### config.mk
export PLATFORM = sky130hd
export DESIGN_NAME = failover_node_selector_backoff_unit
export DESIGN_NICKNAME = d
export VERILOG_FILES = /design/src/fnsb_pkg.sv /design/src/failover_node_selector_backoff_unit.sv
export SDC_FILE = /design/constraint.sdc
export NUM_CORES = 1
export LEC_CHECK = 0
export BUFFER_PORTS_ARGS = -buffer_cell sky130_fd_sc_hd__buf_2
export CAP_MARGIN = 0
export CORE_UTILIZATION = 25
export DETAILED_ROUTE_END_ITERATION = 10
export PLACE_DENSITY = 0.5
export SLEW_MARGIN = 30
export SYNTH_ARGS = -nofsm -noshare
export SYNTH_HDL_FRONTEND = slang
export SYNTH_SLANG_ARGS = --single-unit
### constraint.sdc
create_clock -name clk_i -period 6.55 [get_ports clk_i]
set_input_delay 0.3275 -clock clk_i [delete_from_list [all_inputs] [get_ports clk_i]]
set_output_delay 0.3275 -clock clk_i [all_outputs]
set_load 0.02 [all_outputs]
### src/fnsb_pkg.sv
// Shared types and constants for the failover node selector with backoff.
package fnsb_pkg;

  // Configuration register indexes
  localparam logic [1:0] CFG_NODE_COUNT  = 2'd0;
  localparam logic [1:0] CFG_PAIRED_MASK = 2'd1;
  localparam logic [1:0] CFG_LOCAL_MASK  = 2'd2;

  // Request kinds carried on the input tuser
  localparam logic MODE_SELECT = 1'b0;
  localparam logic MODE_REPORT = 1'b1;

  // Backoff limits
  localparam logic [3:0] FAIL_CAP  = 4'd10;
  localparam logic [3:0] DELAY_LOG = 4'd9;    // 2^9 is the first power above the cap
  localparam logic [8:0] DELAY_CAP = 9'd300;

  // Node classes, lower wins
  localparam logic [1:0] CLASS_PAIRED_LOCAL = 2'd0;
  localparam logic [1:0] CLASS_PAIRED       = 2'd1;
  localparam logic [1:0] CLASS_OTHER        = 2'd2;
  localparam logic [1:0] CLASS_NONE         = 2'd3;

  localparam int unsigned RETRY_W = 33;

  typedef enum logic [2:0] {
    ST_IDLE,
    ST_SCAN,
    ST_DRAIN,
    ST_RPT_RD,
    ST_RPT_WR,
    ST_DONE
  } state_e;

  typedef enum logic {
    ALU_ADD,
    ALU_SUB
  } alu_op_e;

  // One node record as held in the node memory
  typedef struct packed {
    logic [3:0]         fail_cnt;
    logic [RETRY_W-1:0] retry;
  } node_rec_t;

endpackage

### src/failover_node_selector_backoff_unit.sv
// Failover node selector: iterative pool scan and backoff bookkeeping.
//
// One request is handled at a time. A select request (tuser = 0) walks the
// pool one node per cycle through the node memory and a shared 34-bit
// add/subtract unit that checks each retry time against now. With
// n = min(node_count, NODES), it scans n nodes and a drain state, then
// loads the output register (an empty pool goes there at once). A report
// request (tuser = 1) reads the node record, then on a failure writes back
// the raised fail count and now + backoff formed in the same unit, or on a
// success writes a zero record and marks the node active; a node outside
// the pool goes straight to the result. The input is not ready while a
// request is being worked on; a finished result waits in the output
// register, and while an earlier result still sits there unread the block
// holds and stays not ready. Node records reset to zero through per-entry
// valid bits, so no clearing pass follows reset.
module failover_node_selector_backoff_unit #(
  parameter int unsigned NODES = 8
) (
  input  logic        clk_i,
  input  logic        rst_ni,
  // configuration write channel
  input  logic        cfg_valid_i,
  output logic        cfg_ready_o,
  input  logic [1:0]  cfg_index_i,
  input  logic [7:0]  cfg_data_i,
  // request stream
  input  logic        s_axis_tvalid,
  output logic        s_axis_tready,
  input  logic [47:0] s_axis_tdata,  // now[31:0], skip_mask[39:32], node_index[42:40],
                                     // succeeded[43], zero[47:44]
  input  logic [0:0]  s_axis_tuser,  // mode[0]
  // result stream
  output logic        m_axis_tvalid,
  input  logic        m_axis_tready,
  output logic [7:0]  m_axis_tdata   // found[0], selected_index[3:1], active_valid[4],
                                     // active_slot[7:5]
);
  import fnsb_pkg::*;

  localparam int unsigned IW = (NODES > 1) ? $clog2(NODES) : 1;
  localparam int unsigned CW = $clog2(NODES + 1);

  // configuration registers
  logic [3:0] node_count_q;
  logic [7:0] paired_mask_q, local_mask_q;

  assign cfg_ready_o = 1'b1;

  always_ff @(posedge clk_i or negedge rst_ni) begin
    if (!rst_ni) begin
      node_count_q  <= '0;
      paired_mask_q <= '0;
      local_mask_q  <= '0;
    end else if (cfg_valid_i) begin
      case (cfg_index_i)
        CFG_NODE_COUNT:  node_count_q  <= cfg_data_i[3:0];
        CFG_PAIRED_MASK: paired_mask_q <= cfg_data_i;
        CFG_LOCAL_MASK:  local_mask_q  <= cfg_data_i;
        default: ;
      endcase
    end
  end

  // request fields
  logic        in_mode;
  logic [31:0] in_now;
  logic [7:0]  in_skip;
  logic [2:0]  in_idx;
  logic        in_ok;

  assign in_mode = s_axis_tuser[0];
  assign in_now  = s_axis_tdata[31:0];
  assign in_skip = s_axis_tdata[39:32];
  assign in_idx  = s_axis_tdata[42:40];
  assign in_ok   = s_axis_tdata[43];

  // control and request registers
  state_e        state_q, state_d;
  logic [31:0]   now_q, now_d;
  logic [7:0]    skip_q, skip_d;
  logic [2:0]    idx_q, idx_d;
  logic          ok_q, ok_d;
  logic [CW-1:0] eff_q, eff_d;
  logic [IW-1:0] scan_q, scan_d;
  logic          cmp_v_q, cmp_v_d;
  logic [IW-1:0] cmp_idx_q, cmp_idx_d;
  logic [1:0]    best_q, best_d;
  logic          found_q, found_d;
  logic [2:0]    sel_q, sel_d;
  logic          act_flag_q, act_flag_d;
  logic [2:0]    act_node_q, act_node_d;
  logic          out_valid_q, out_valid_d;
  logic [7:0]    out_data_q, out_data_d;

  // node memory with reset-to-zero valid bits
  node_rec_t     mem [NODES];
  logic [NODES-1:0] vld_q;
  node_rec_t     rd_q;
  logic          rd_vld_q;
  node_rec_t     rd_rec;
  logic [IW-1:0] rd_addr;
  logic          mem_we;
  node_rec_t     mem_wdata;

  assign rd_rec = rd_vld_q ? rd_q : '0;

  always_ff @(posedge clk_i) begin
    if (mem_we) begin
      mem[IW'(idx_q)] <= mem_wdata;
    end
    rd_q <= mem[rd_addr];
  end

  always_ff @(posedge clk_i or negedge rst_ni) begin
    if (!rst_ni) begin
      vld_q    <= '0;
      rd_vld_q <= 1'b0;
    end else begin
      if (mem_we) begin
        vld_q[IW'(idx_q)] <= 1'b1;
      end
      rd_vld_q <= vld_q[rd_addr];
    end
  end

  // shared add/subtract unit: now +/- operand, 34 bits so the sign survives
  alu_op_e            alu_op;
  logic [RETRY_W-1:0] alu_b;
  logic [33:0]        alu_res;

  assign alu_res = (alu_op == ALU_SUB)
                 ? ({2'b00, now_q} + ~{1'b0, alu_b} + 34'd1)
                 : ({2'b00, now_q} + {1'b0, alu_b});

  // compare stage: class of the node whose record just came out of memory
  logic       cmp_low8;
  logic [2:0] cmp_lo3;
  logic       cmp_skip, cmp_paired, cmp_local, cmp_due, cmp_elig;
  logic [1:0] cmp_class;

  assign cmp_low8   = (32'(cmp_idx_q) < 32'd8);
  assign cmp_lo3    = 3'(cmp_idx_q);
  assign cmp_skip   = cmp_low8 && skip_q[cmp_lo3];
  assign cmp_paired = cmp_low8 && paired_mask_q[cmp_lo3];
  assign cmp_local  = cmp_low8 && local_mask_q[cmp_lo3];
  assign cmp_due    = !alu_res[33];
  assign cmp_elig   = !cmp_skip && cmp_due;

  always_comb begin
    if (cmp_paired && cmp_local) begin
      cmp_class = CLASS_PAIRED_LOCAL;
    end else if (cmp_paired) begin
      cmp_class = CLASS_PAIRED;
    end else begin
      cmp_class = CLASS_OTHER;
    end
  end

  // backoff for a failure report
  logic [3:0] new_cnt;
  logic [8:0] delay;

  assign new_cnt = (rd_rec.fail_cnt < FAIL_CAP) ? (rd_rec.fail_cnt + 4'd1) : rd_rec.fail_cnt;
  assign delay   = (new_cnt >= DELAY_LOG) ? DELAY_CAP : (9'd1 << new_cnt);

  logic [CW-1:0] cfg_eff;
  logic          scan_last;

  assign cfg_eff   = (32'(node_count_q) > NODES) ? CW'(NODES) : CW'(node_count_q);
  assign scan_last = ((CW'(scan_q) + CW'(1)) == eff_q);

  // sequencer: next state and datapath control
  always_comb begin
    state_d     = state_q;
    now_d       = now_q;
    skip_d      = skip_q;
    idx_d       = idx_q;
    ok_d        = ok_q;
    eff_d       = eff_q;
    scan_d      = scan_q;
    cmp_v_d     = cmp_v_q;
    cmp_idx_d   = cmp_idx_q;
    best_d      = best_q;
    found_d     = found_q;
    sel_d       = sel_q;
    act_flag_d  = act_flag_q;
    act_node_d  = act_node_q;
    out_data_d  = out_data_q;
    out_valid_d = out_valid_q && !m_axis_tready;
    s_axis_tready = 1'b0;
    rd_addr     = scan_q;
    mem_we      = 1'b0;
    mem_wdata   = '0;
    alu_op      = ALU_SUB;
    alu_b       = rd_rec.retry;

    // pick the best eligible node as records stream out
    if (cmp_v_q && cmp_elig && (cmp_class < best_q)) begin
      best_d  = cmp_class;
      found_d = 1'b1;
      sel_d   = cmp_lo3;
    end

    case (state_q)
      ST_IDLE: begin
        s_axis_tready = 1'b1;
        if (s_axis_tvalid) begin
          now_d   = in_now;
          skip_d  = in_skip;
          idx_d   = in_idx;
          ok_d    = in_ok;
          eff_d   = cfg_eff;
          scan_d  = '0;
          cmp_v_d = 1'b0;
          best_d  = CLASS_NONE;
          found_d = 1'b0;
          sel_d   = '0;
          if (in_mode == MODE_SELECT) begin
            state_d = (cfg_eff == '0) ? ST_DONE : ST_SCAN;
          end else begin
            state_d = (32'(in_idx) < 32'(cfg_eff)) ? ST_RPT_RD : ST_DONE;
          end
        end
      end
      ST_SCAN: begin
        rd_addr   = scan_q;
        cmp_v_d   = 1'b1;
        cmp_idx_d = scan_q;
        scan_d    = scan_q + IW'(1);
        if (scan_last) begin
          state_d = ST_DRAIN;
        end
      end
      ST_DRAIN: begin
        cmp_v_d = 1'b0;
        state_d = ST_DONE;
      end
      ST_RPT_RD: begin
        rd_addr = IW'(idx_q);
        state_d = ST_RPT_WR;
      end
      ST_RPT_WR: begin
        mem_we = 1'b1;
        alu_op = ALU_ADD;
        alu_b  = RETRY_W'(delay);
        if (ok_q) begin
          mem_wdata  = '0;
          act_flag_d = 1'b1;
          act_node_d = idx_q;
        end else begin
          mem_wdata.fail_cnt = new_cnt;
          mem_wdata.retry    = alu_res[RETRY_W-1:0];
          if (act_flag_q && (act_node_q == idx_q)) begin
            act_flag_d = 1'b0;
          end
        end
        state_d = ST_DONE;
      end
      ST_DONE: begin
        if (!out_valid_q || m_axis_tready) begin
          out_valid_d = 1'b1;
          out_data_d  = {(act_flag_q ? act_node_q : 3'd0), act_flag_q, sel_q, found_q};
          state_d     = ST_IDLE;
        end
      end
      default: begin
        state_d = ST_IDLE;
      end
    endcase
  end

  // control registers
  always_ff @(posedge clk_i or negedge rst_ni) begin
    if (!rst_ni) begin
      state_q     <= ST_IDLE;
      cmp_v_q     <= 1'b0;
      act_flag_q  <= 1'b0;
      act_node_q  <= '0;
      out_valid_q <= 1'b0;
      eff_q       <= '0;
      scan_q      <= '0;
      best_q      <= CLASS_NONE;
      found_q     <= 1'b0;
    end else begin
      state_q     <= state_d;
      cmp_v_q     <= cmp_v_d;
      act_flag_q  <= act_flag_d;
      act_node_q  <= act_node_d;
      out_valid_q <= out_valid_d;
      eff_q       <= eff_d;
      scan_q      <= scan_d;
      best_q      <= best_d;
      found_q     <= found_d;
    end
  end

  // payload registers
  always_ff @(posedge clk_i) begin
    now_q      <= now_d;
    skip_q     <= skip_d;
    idx_q      <= idx_d;
    ok_q       <= ok_d;
    cmp_idx_q  <= cmp_idx_d;
    sel_q      <= sel_d;
    out_data_q <= out_data_d;
  end

  assign m_axis_tvalid = out_valid_q;
  assign m_axis_tdata  = out_data_q;

  // checks
  a_busy_after_accept: assert property (@(posedge clk_i) disable iff (!rst_ni)
    (s_axis_tvalid && s_axis_tready) |=> !s_axis_tready)
    else $error("request accepted while a request is in flight");

  a_found_matches_class: assert property (@(posedge clk_i) disable iff (!rst_ni)
    found_q == (best_q != CLASS_NONE))
    else $error("found flag out of step with best class");

  a_scan_in_range: assert property (@(posedge clk_i) disable iff (!rst_ni)
    (state_q == ST_SCAN) |-> (CW'(scan_q) < eff_q))
    else $error("scan ran past the pool");

  a_active_index_zero: assert property (@(posedge clk_i) disable iff (!rst_ni)
    (m_axis_tvalid && !m_axis_tdata[4]) |-> (m_axis_tdata[7:5] == 3'd0))
    else $error("active node set without an active node");

  a_sel_zero_unfound: assert property (@(posedge clk_i) disable iff (!rst_ni)
    (m_axis_tvalid && !m_axis_tdata[0]) |-> (m_axis_tdata[3:1] == 3'd0))
    else $error("selected index set without a found node");

endmodule
Word-level counts from Yosys, hierarchy flattened
Memory sizes are Yosys's and may differ from the RTL's. A register that Yosys moved wholly into a read port is not among the register bits. Cells that the tools add are included.

Add/subtract/negate cells: 6. Bitwise logic cells: 2. Mux-type cells: 49. Order comparisons: 9. Reductions and logical operators: 29. Shift operators: 1. Eq/ne operators: 12.

Operator list (count): $mux 37 (3); $add 32x33->34 (1); $add 32x34->34 (1); $add 34x1->34 const B (1); $mux 34 (1); $not 33->34 (1); $mux 3 (11); $mux 33 (1); $reduce_and 2->1 (9); $mux 1 (17); $pmux 3 s5 (1); $bmux 1 s3 (4); $lt 3x4->1 const B (3); $mux 2 (5); $mux 9 (1); $shl 1x4->9 const A (1); $mux 4 (2); $or 8x8->8 (1); $logic_and 1x1->1 (7); $eq 3x2->1 const B (2); $eq 3x3->1 const B (2); $ne 2x2->1 const B (3); $pmux 3 s2 (1); $add 3x1->4 const B (1); 24 further kinds (28).

Bits of input ports: 64. Memory bits (writable): 296. Output and inout port bits: 11. Bits in registers: 106. Memories kept: 1. Logic and storage cells: 131.

Memories: mem (depth 8, bits a word 37, rd ports 1, clocked after Yosys merged registers in 1, wr ports 1, line failover_node_selector_backoff_unit.sv:96) `node_rec_t mem [NODES];`.

Logic depth before layout (Yosys ltp)
Gate-level depths: netlist (run 1).

Word-level depth: 17. Mapped depth: 17. Depth with buffers taken out: 16.

Worst setup path after synthesis (run 1)
OpenSTA, ideal clock, no wires.

Kind: register to register. From: reg state_q[0]. To: reg vld_q[0]. Cell stages (with the launch flop): 7. Data arrival time: 4.920 ns. Slack: 1.544 ns. Period minus slack after synthesis: 5.006 ns. Required time: 6.464 ns. Setup time: 0.086 ns. Buffers on the path: 2. Cells stage by stage: dfrtp_1 buf_2 inv_2 nand3_1 clkbuf_1 nor4_1 or2_2.

Cells in the longest elaborated chain, start to end: 2.

Ends and longest elaborated chain: start: declaration (line failover_node_selector_backoff_unit.sv:78) `state_e state_q, state_d;`; start signal: assignment (line failover_node_selector_backoff_unit.sv:285) `state_q <= state_d;`; $eq 3x3->1 (line failover_node_selector_backoff_unit.sv:204) `case (state_q)`; $mux 1 (line failover_node_selector_backoff_unit.sv:204); end signal: assignment (line failover_node_selector_backoff_unit.sv:116) `vld_q <= '0;`; end signal: indexed assignment (line failover_node_selector_backoff_unit.sv:120) `vld_q[IW'(idx_q)] <= 1'b1;`; end: declaration (line failover_node_selector_backoff_unit.sv:97) `logic [NODES-1:0] vld_q;`.

No other way between the ends. A chain may end at the register's enable or synchronous reset.

==> results of run 1 <==
==> per-stage QoR <==
step	power, mW	instances	hold WS [ps]	worst slack [ps]
2_1_floorplan	6.39	1256	31.9	1540
3_3_place_gp	7.29	2320	419	1500
3_5_place_dp	7.34	2321	395	1520
4_1_cts	10.1	2464	2.51	1480
5_1_grt	10.6	2464	15.2	1190
6_report	10.0	2464	29.8	1530
==> layer usage <==
metal | vias up | GRT usage [%]
met5 | - | 0
met3 | 63 | 1.76
met1 | 5639 | 14.4
li1 | 5086 | -
met4 | 0 | 3.74
met2 | 229 | 19.6
==> area by class of cell <==
cell class,instances,area (µm²)
well taps,1030,1290
repair buffers,140,1030
clock inverters,22,253
fillers,7649,53200
multi-input cells,699,6420
clock buffers,70,1360
flip-flops and latches,439,12500
inverters,64,240
==> worst register-to-register path, delay by kind of cell (launching register included) <==
kind / cells / cell delay (ps)
fa+ha+maj: 2 / 630
flops: 1 / 490
mux: 1 / 580
simple gates: 2 / 300
compound gates: 8 / 2760
==> power by group through the flow <==
stage / clock network [mW] / registers [mW] / logic (mW)
floorplan: 0 / 3.64 / 2.75
global placement: 0 / 3.76 / 3.54
detailed placement: 0 / 3.77 / 3.58
CTS: 2.80 / 3.71 / 3.62
global route: 2.91 / 3.75 / 3.95
finish: 2.73 / 3.70 / 3.57
==> synthesized netlist by cell type (all sizes together), types with 17 or more instances <==
cell type  number
a21oi          46
buf            24
clkbuf         30
dfrtp          46
dfxtp          40
edfxtp        351
ha             71
inv            63
mux2           62
mux4           82
nand2          60
nand3          17
nor2           78
nor3           19
o21ai          39
xnor2          21
==> registers in the layout, indices dropped and copies added (netlist names) <==
signal         flops
scan_q             3
skip_q             8
mem              296
idx_q              3
rd_q              37
cmp_v_q            1
m_axis_tvalid      1
act_flag_q         1
found_q            1
m_axis_tdata       8
ok_q               1
act_node_q         3
now_q             32
eff_q              4
node_count_q       4
sel_q              3
local_mask_q       8
best_q             2
cmp_idx_q          3
rd_vld_q           1
paired_mask_q      8
vld_q              8
state_q            3
==> worst min path at each step <==
stage | start | endpoint | slack [ps]
after global placement | sel_q[1]$_DFF_P_ | m_axis_tdata[2]$_DFFE_PP_ | 420
after global routing | cfg_data_i[0] | node_count_q[0]$_DFFE_PN0P_ | 20
after detailed placement | rst_ni | local_mask_q[5]$_DFFE_PN0P_ | 400
after floorplan | rst_ni | act_flag_q$_DFFE_PN0P_ | 30
final | cfg_data_i[0] | paired_mask_q[0]$_DFFE_PN0P_ | 30
after CTS | cfg_data_i[0] | paired_mask_q[0]$_DFFE_PN0P_ | 3
==> cell families (layout without fill, tap and decap cells) <==
| group | count (synthesis) | after routing |
|---|---|---|
| flip-flops | 439 | 439 |
| AND/OR/NAND/NOR | 265 | 265 |
| AO/OA/AOI/OAI | 180 | 180 |
| multiplexers | 150 | 150 |
| buffers and inverters | 118 | 296 |
| adder cells (fa/ha/maj) | 72 | 72 |
| XOR/XNOR | 31 | 31 |
| other | 1 | 1 |
==> timing repair <==
item,4_1_cts,5_1_grt
hold buffers,51,0
gates resized for setup,0,0
hold endpoints to repair,103,0
endpoints found under the setup margin,0,0
==> impl_metrics.yaml, run 1 <==
sta:
  final_hold_viol_count: 0
  fin_crit_sh_pct: 76.6
  finalClockSkew_ps: 30.5
  worst_pin_slew_ps: 909
  setup-tns-final_ps: 0
  relSlewSlack_pct: 38.9
  fmax_ghz: 0.199
  rsz0062_at_grt: "false"
  setup_viol: 0
  period_minus_slack_ps: 5020
  drv_slew: 0
cells_and_area:
  num_antenna_cells: 0
  area.growth.synth_to_final_pct: 19.5
  final_layout_size_suffix_gt1_share_pct: 24.3
  layout_commonest_cell: "edfxtp_1"
  nets: 1529
  final_cell_mix: "351 x edfxtp_1, 82 x mux4_2, 74 x nor2_1"
  final_area_um2: 23100
  final_util_pct: 30.3
hold_path:
  hold_class: "in2reg"
  min_path_cells: 2
logic_synthesis:
  synthArstFlopShare_pct: 10.9
  synth_mux_area_share_pct: 13.5
  synth-simple-area-share_pct: 6.71
  synth_area_per_cell_um2: 15.4
  synth-adder-area-share_pct: 4.69
  synth_nets: 1392
  synth.cell_area_um2: 19400
  synth.distinct_cells: 73
  synth_edf_count: 351
  netlist_instances: 1256
  ys_ff_latch: 439
  synth_xor_area_share_pct: 1.40
  dominantRegCellSynth: "edfxtp_1"
  synth-compound-area-share_pct: 6.35
  synth_top_area_share_pct: 54.4
  synth_top_family_by_area: "multiplexers"
  synth_area_leaders: "edfxtp_1 54%, mux4_2 9.5%, dfrtp_1 5.9%, ha_1 4.6%, dfxtp_1 4.1%"
  yosysWarnings: 0
  synth.yosys.seq_area_share_pct: 64.8
  synth_top_area_cell: "edfxtp_1"
global_route:
  grt_overflow: 0
  grtUsageTotal_pct: 11.3
  grt_start_max_net_pins: 61
  grt_pass1_wl_mm: 68.0
  antenna_found_initial: 0
  grt_pass1_vias: 11500
setup_path:
  worstSetupEndpoint: "mem[6][29]$_DFFE_PP_"
  arrival_ps: 5320
  cp_max_fo: 10
  worst-r2r-cell-count: 13
  reg2reg_from: "rd_vld_q$_DFF_PN0_"
  path_buf_inv: 0
  critical_path_required_ps: 6850
  reg2reg_setup_slack_ps: 1530
  crit_path_start: "rd_vld_q$_DFF_PN0_"
  cp_slowest_cell: "mux2i_1"
  start_kind: "register"
  slowest_delay_ps: 580
  endpoint_kind: "register"
  crit_chain: "and2_1 -> ha_1 -> a22oi_1 -> nand2_1 -> o21ai_0 -> ha_1 -> a211o_1 -> a211oi_2 -> o211ai_1 -> a32oi_2 -> o221ai_2 -> a2111oi_2 -> mux2i_1"
  crit_family: "compound AO/OA/AOI/OAI gates"
  worstSetupPathType: "reg2reg"
  cp.depth: 13
  r2r_end: "mem[6][29]$_DFFE_PP_"
  cpMostUsedCell: "ha_1"
floorplanning:
  boundaryPins: 75
  coreArea_um2: 76300
  die_x_um: 280
  fp-row-count: 101
  die-area_um2: 78600
  start_util_pct: 25.4
  dieHeight_um: 280
power_and_ir_drop:
  vdd_ir_drop_max_v: 0.000222
  p_int_mw: 6.66
  comb_power_share_pct: 35.7
  p_sw_share_pct: 33.4
  leakagePower_nw: 8.34
  pwr_density_cell_nw_per_um2: 432
  seqPwrFrac_pct: 37.0
  power_switching_mw: 3.34
  p_clk_share_pct: 27.3
detailed_routing:
  viasPerCell: 4.47
  detail_route.wl_per_cell_um: 17.8
  met2_wirelength_mm: 22.1
  wl_met3_mm: 1.55
  first_pass_iters: 5
  wl_met1_mm: 19.1
  ant_nets: 0
  drtIter0Drc: 625
  drcViolationCount: 0
  vias: 11000
  wl_mm: 44.0
  dr.max_layer_used: "met4"
place:
  io_buffer_count: 69
  hpwl_mm: 27.5
  place_area_um2: 21000
  place.gp.congestion: 0.841
status:
  status: "finished, final reports clean"
clocking:
  cts_setup_buffers: 0
  cts_buffers: 49
  clkLatencyLatePin_ps: 600
  cts_max_level: 2
  clkSinkCount: 439
  clkTransAtPathRegs_ps: 60
  clock-root-buffer: "clkbuf_16"
  cts_tree: "done"
  cts_buffer_depth: 3
flow_run:
  maxCapViolCount: 0
(Power assumes the default switching activity.)
==> inputs of run 2 (changes only) <==
--- a/config.mk
+++ b/config.mk
@@ -9,7 +9,7 @@
 export CAP_MARGIN = 0
 export CORE_UTILIZATION = 25
 export DETAILED_ROUTE_END_ITERATION = 10
-export PLACE_DENSITY = 0.5
+export PLACE_DENSITY = 0.51
 export SLEW_MARGIN = 30
 export SYNTH_ARGS = -nofsm -noshare
 export SYNTH_HDL_FRONTEND = slang
==> constraint.sdc (replaced) <==
create_clock -name clk_i -period 4.2 [get_ports clk_i]
set_input_delay 0.21 -clock clk_i [delete_from_list [all_inputs] [get_ports clk_i]]
set_output_delay 0.21 -clock clk_i [all_outputs]
set_load 0.02 [all_outputs]
==> run 2 against run 1 <==
Net effect:
- critical path type unchanged
- via count up 2.0%
- total power up 63%
- flip-flop and latch count unchanged
==> impl_metrics.yaml, run 2 (same netlist as run 1, synthesis figures left out) <==
status:
  status: "finished, final reports clean"
setup_path:
  reg2reg_setup_slack_ps: 190
  crit_chain: "and2_4 -> ha_2 -> a22oi_2 -> buf_4 -> o32ai_2 -> buf_4 -> ha_1 -> buf_4 -> a211oi_4 -> nor3_2 -> or3_4 -> a211oi_2 -> buf_4 -> nor3_2 -> or3_1 -> a21oi_2 -> buf_6"
  endpoint_kind: "register"
  cpMostUsedCell: "buf_4"
  start_kind: "register"
  reg2reg_from: "rd_vld_q$_DFF_PN0_"
  r2r_end: "mem[3][30]$_DFFE_PP_"
  crit_family: "compound AO/OA/AOI/OAI gates"
  critical_path_required_ps: 4650
  path_buf_inv: 5
  worst-r2r-cell-count: 17
  cp_max_fo: 8
  worstSetupPathType: "reg2reg"
  arrival_ps: 4450
  slowest_delay_ps: 390
  cp_slowest_cell: "dfrtp_1"
sta:
  setup_viol: 0
  final_hold_viol_count: 0
  rsz0062_at_grt: "false"
  timing.hold.ws_ps: 30.8
  finalClockSkew_ps: 31.5
  period_minus_slack_ps: 4010
  drv_slew: 0
  worst_pin_slew_ps: 756
  fin_crit_sh_pct: 95.4
  fmax_ghz: 0.250
  relSlewSlack_pct: 49.6
floorplanning:
  die_x_um: 280
  die-area_um2: 78600
  dieHeight_um: 280
  coreArea_um2: 76300
  boundaryPins: 75
  start_util_pct: 25.4
  fp-row-count: 101
cells_and_area:
  nets: 1611
  largest_register: "mem"
  final_area_um2: 23900
  num_antenna_cells: 0
  layout_commonest_cell: "edfxtp_1"
  final_layout_size_suffix_gt1_share_pct: 29.7
  top_regs: "mem (296), rd_q (37), now_q (32)"
  area.growth.synth_to_final_pct: 23.6
  largest_reg_flops: 296
  fillers: 7538
  final_cell_mix: "351 x edfxtp_1, 94 x buf_4, 82 x mux4_2"
detailed_routing:
  wl_mm: 45.3
  first_pass_iters: 7
  detail_route.wl_per_cell_um: 17.8
  viasPerCell: 4.42
  drtIter0Drc: 722
  drcViolationCount: 0
  ant_nets: 0
  vias: 11200
global_route:
  grt_start_max_net_pins: 77
  grt_pass1_wl_mm: 69.7
  grt_pass1_vias: 11600
  antenna_found_initial: 0
  grt_overflow: 0
  grtUsageTotal_pct: 11.6
place:
  io_buffer_count: 69
  place_area_um2: 21600
  hpwl_mm: 29.2
  place.gp.congestion: 0.837
clocking:
  cts_tree: "done"
  cts_max_level: 2
  cts_buffers: 47
  cts_buffer_depth: 3
  clkLatencyLatePin_ps: 600
  clkTransAtPathRegs_ps: 60
  clkSinkCount: 439
  clock-root-buffer: "clkbuf_16"
power_and_ir_drop:
  pwr_density_cell_nw_per_um2: 679
  leakagePower_nw: 8.76
  vdd_ir_drop_max_v: 0.000307
hold_path:
  hold_start: "s_axis_tuser"
  min_path_cells: 3
  min_to: "state_q[1]$_DFFE_PN0P_"
  hold_class: "in2reg"
flow_run:
  maxCapViolCount: 0
## run 2: cell types whose count changed in the layout (fill, tap and decap cells not counted), sizes merged
| cell | previous run | this run |
|---|---|---|
| dlygate4sd3 | 51 | 54 |
| inv | 68 | 66 |
| buf | 89 | 170 |
| clkbuf | 70 | 62 |
| clkinv | 11 | 18 |
| clkinvlp | 3 | 1 |
## run 2: timing repair
action / in CTS / in global routing
pin swaps: 4 / 22
setup endpoints to repair: 80 / 128
buffers inserted: 2 / 4
hold buffers: 54 / 0
gates resized for setup: 12 / 27
hold endpoints to repair: 111 / 0
## run 2: how the worst max path moves through the flow
| stage | cells past startpoint | from | to |
|---|---|---|---|
| global route | 19 | rd_vld_q$_DFF_PN0_ | mem[6][30]$_DFFE_PP_ |
| detailed placement | 20 | rd_vld_q$_DFF_PN0_ | mem[6][30]$_DFFE_PP_ |
| finish | 17 | rd_vld_q$_DFF_PN0_ | mem[3][30]$_DFFE_PP_ |
| CTS | 18 | rd_vld_q$_DFF_PN0_ | mem[3][29]$_DFFE_PP_ |
| global placement | 20 | rd_vld_q$_DFF_PN0_ | mem[5][30]$_DFFE_PP_ |
| floorplan | 14 | rd_vld_q$_DFF_PN0_ | mem[0][29]$_DFFE_PP_ |
## run 2: where the power goes
group          internal [mW]  switching [mW]  total, mW
clock network           2.41            1.69       4.10
logic                   3.05            3.36       6.41
registers               5.40           0.352       5.75
## run 2: cell type report
cell class,count,area [µm²],share of cell area (%)
clock buffers,62,1290,5.40
clock inverters,25,238,0.993
inverters,64,240,1.00
multi-input cells,699,6600,27.6
flip-flops and latches,439,12500,52.4
well taps,1030,1290,5.38
repair buffers,224,1730,7.22
## run 2: worst reg2reg max path, stage by stage, from the launching register on
cell	delay, ps
dfrtp_1	390
and2_4	170
ha_2	320
a22oi_2	100
buf_4	180
o32ai_2	250
buf_4	150
ha_1	230
buf_4	170
a211oi_4	280
nor3_2	90
or3_4	350
a211oi_2	240
buf_4	180
nor3_2	50
or3_1	380
a21oi_2	200
buf_6	160
## run 2: stage by stage
step / instances / TNS (ps) / power (mW) / setup slack (ps) / utilization (%)
after global routing: 2543 / 0 / 17.2 / 3.50 / 31.4
after CTS: 2540 / 0 / 16.3 / 25.6 / 31.1
after detailed placement: 2397 / -13530 / 12.0 / -288 / 28.3
after global placement: 2397 / -9160 / 12.0 / -251 / 28.3
final: 2543 / 0 / 16.3 / 192 / 31.4
after floorplan: 1256 / 0 / 9.97 / 30.3 / -
## run 2: routing by layer
layer  vias to the layer above  track usage [%]  routed length (µm)
li1                       5255                -                   -
met1                      5742             15.1               20000
met2                       176             19.9               22900
met3                        67             1.92                1480
met4                         0             3.10                 950
met5                         -                0                   0
==> inputs of run 3 (changes only) <==
--- a/config.mk
+++ b/config.mk
@@ -7,9 +7,12 @@
 export LEC_CHECK = 0
 export BUFFER_PORTS_ARGS = -buffer_cell sky130_fd_sc_hd__buf_2
 export CAP_MARGIN = 0
+export CELL_PAD_IN_SITES_DETAIL_PLACEMENT = 1
+export CELL_PAD_IN_SITES_GLOBAL_PLACEMENT = 1
 export CORE_UTILIZATION = 25
+export CTS_BUF_LIST = sky130_fd_sc_hd__clkbuf_8
 export DETAILED_ROUTE_END_ITERATION = 10
-export PLACE_DENSITY = 0.51
+export PLACE_DENSITY = 0.56
 export SLEW_MARGIN = 30
 export SYNTH_ARGS = -nofsm -noshare
 export SYNTH_HDL_FRONTEND = slang
==> run 3 against run 2 <==
Net effect:
- sequential share of layout area decreased by 0.10 points
- register-to-register slack got worse by 70 ps
- clock-buffer cell count is 24 higher
- hold slack gained 64 ps
- critical path depth up 2
- first-iteration DRC count decreased by 26%
- final cell count grew 2.6%
- global-route usage up 1.1 points
- flip-flop and latch count did not move
==> impl_metrics.yaml, run 3 (same netlist as run 1, synthesis figures left out) <==
clocking:
  clkLatencyLatePin_ps: 690
  clkSinkCount: 439
  cts_tree: "done"
  clkTransAtPathRegs_ps: 60
  clock-root-buffer: "clkbuf_8"
  cts_buffer_depth: 3
  cts_buffers: 77
  cts_max_level: 3
place:
  preCtsSetupSlack_ps: -381
  io_buffer_count: 69
  place.gp.congestion: 0.810
  hpwl_mm: 31.7
floorplanning:
  fp-row-count: 101
  boundaryPins: 75
  dieHeight_um: 280
  die_x_um: 280
  die-area_um2: 78600
  coreArea_um2: 76300
  start_util_pct: 25.4
setup_path:
  arrival_ps: 4590
  critical_path_required_ps: 4720
  crit_family: "simple AND/OR/NAND/NOR gates"
  endpoint_kind: "register"
  start_kind: "register"
  slowest_delay_ps: 420
  worstSetupPathType: "reg2reg"
  crit_chain: "and2_4 -> ha_2 -> nand3b_1 -> o21ai_1 -> a21o_1 -> nand3_2 -> buf_6 -> o21ai_1 -> ha_2 -> fa_2 -> a211oi_4 -> nor3_2 -> or3_4 -> a211oi_2 -> buf_4 -> nor3_2 -> or3_1 -> a21oi_2 -> buf_6"
  cp_slowest_cell: "or3_4"
  cp_max_fo: 8
  path_buf_inv: 3
cells_and_area:
  layout_commonest_cell: "edfxtp_1"
  fillers: 8155
  multi_input_area_um2: 6610
  largest_reg_flops: 296
  area.growth.synth_to_final_pct: 23.9
  top_regs: "mem (296), rd_q (37), now_q (32)"
  largest_register: "mem"
  nets: 1647
  final_layout_size_suffix_gt1_share_pct: 31.2
  final_cell_mix: "351 x edfxtp_1, 93 x buf_4, 91 x inv_1"
  regArea_um2: 12500
sta:
  setup_viol: 0
  rsz0062_at_grt: "true"
  worst_pin_slew_ps: 863
  relSlewSlack_pct: 42.4
  period_minus_slack_ps: 4080
  fin_crit_sh_pct: 97.0
  final_hold_viol_count: 0
  drv_slew: 0
  setup_ws_ps: 124
  finalClockSkew_ps: 50.6
  fmax_ghz: 0.245
flow_run:
  maxCapViolCount: 0
power_and_ir_drop:
  leakagePower_nw: 8.95
  power_mw: 16.1
  vdd_ir_drop_max_v: 0.000449
  pwr_density_cell_nw_per_um2: 670
hold_path:
  hold_class: "in2reg"
detailed_routing:
  ant_nets: 0
  wl_mm: 49.1
  drcViolationCount: 0
  drtIter0Drc: 531
  viasPerCell: 4.41
  vias: 11500
  first_pass_iters: 5
  detail_route.wl_per_cell_um: 18.8
global_route:
  grt_overflow: 0
  grt_pass1_vias: 12800
  antenna_found_initial: 2
  grt_start_max_net_pins: 77
  grtUsageTotal_pct: 12.7
  grt_pass1_wl_mm: 75.2
status:
  status: "finished, final reports clean"
[run 3: changes by cell type in the layout (fill, tap and decap cells not counted), moves of 4 or more]
cell           before  now
clkbuf_8            4   86
clkbuf_16          48    0
inv_1              54   91
clkbuf_1           10    0
dlygate4sd3_1      54   58
[run 3: area by class of cell]
type	count	share of cell area [%]
Antenna cell	2	0.0209
Timing Repair Buffer	230	7.49
Clock buffer	86	4.94
Sequential cell	439	52.3
Multi-Input combinational cell	699	27.6
Inverter	64	1.00
Tap cell	1030	5.37
Clock inverter	58	1.31
[run 3: layer usage]
metal | wire length, µm | vias to the layer above | track usage [%] | part of all wire (%)
met5 | 0 | - | 0 | 0
met1 | 21400 | 5899 | 15.7 | 44
met2 | 25000 | 175 | 22.0 | 51
li1 | - | 5340 | - | -
met4 | 1120 | 0 | 4.64 | 2.3
met3 | 1560 | 80 | 2.16 | 3.2
[run 3: timing repair]
action,in CTS,in global routing
buffers inserted,3,4
resized for setup,20,26
endpoints found under the setup margin,112,118
hold endpoints to repair,119,0
hold buffers,58,0
pin swaps,4,10
[run 3: final timing paths]
| kind | slack, ps | depth (start not counted) | startpoint | to |
|---|---|---|---|---|
| hold / removal | 100 | 3 | cfg_valid_i | node_count_q[2]$_DFFE_PN0P_ |
| min in group asynchronous | 140 | 2 | rst_ni | local_mask_q[7]$_DFFE_PN0P_ |
| setup reg to reg | 120 | 19 | rd_vld_q$_DFF_PN0_ | mem[5][30]$_DFFE_PP_ |
| setup / recovery | 120 | 19 | rd_vld_q$_DFF_PN0_ | mem[5][30]$_DFFE_PP_ |
| max in group asynchronous | 3600 | 2 | rst_ni | rd_vld_q$_DFF_PN0_ |
| hold reg to reg | 430 | 0 | sel_q[0]$_DFF_P_ | m_axis_tdata[1]$_DFFE_PP_ |
[run 3: metrics by stage]
stage                     cell area, µm²  util, %  std cells  hold slack, ps  TNS (ps)
after floorplan                    19400        -       1256           -85.6         0
after global placement             21600     28.3       2397             389     -7630
after detailed placement           21600     28.3       2397             286    -18420
after CTS                          23800     31.2       2602            30.8         0
after global routing               24000     31.4       2608            80.3      -906
final                              24000     31.4       2608            95.3         0
[run 3: worst min-delay path, stage by stage]
cell	delay, ps
buf_2	110
nor3b_1	180
mux2_2	230
[run 3: report_power, final]
part           internal [mW]  switching, mW
clock                   2.01           1.79
combinational           3.04           3.48
sequential              5.40          0.353
total                   10.4           5.63
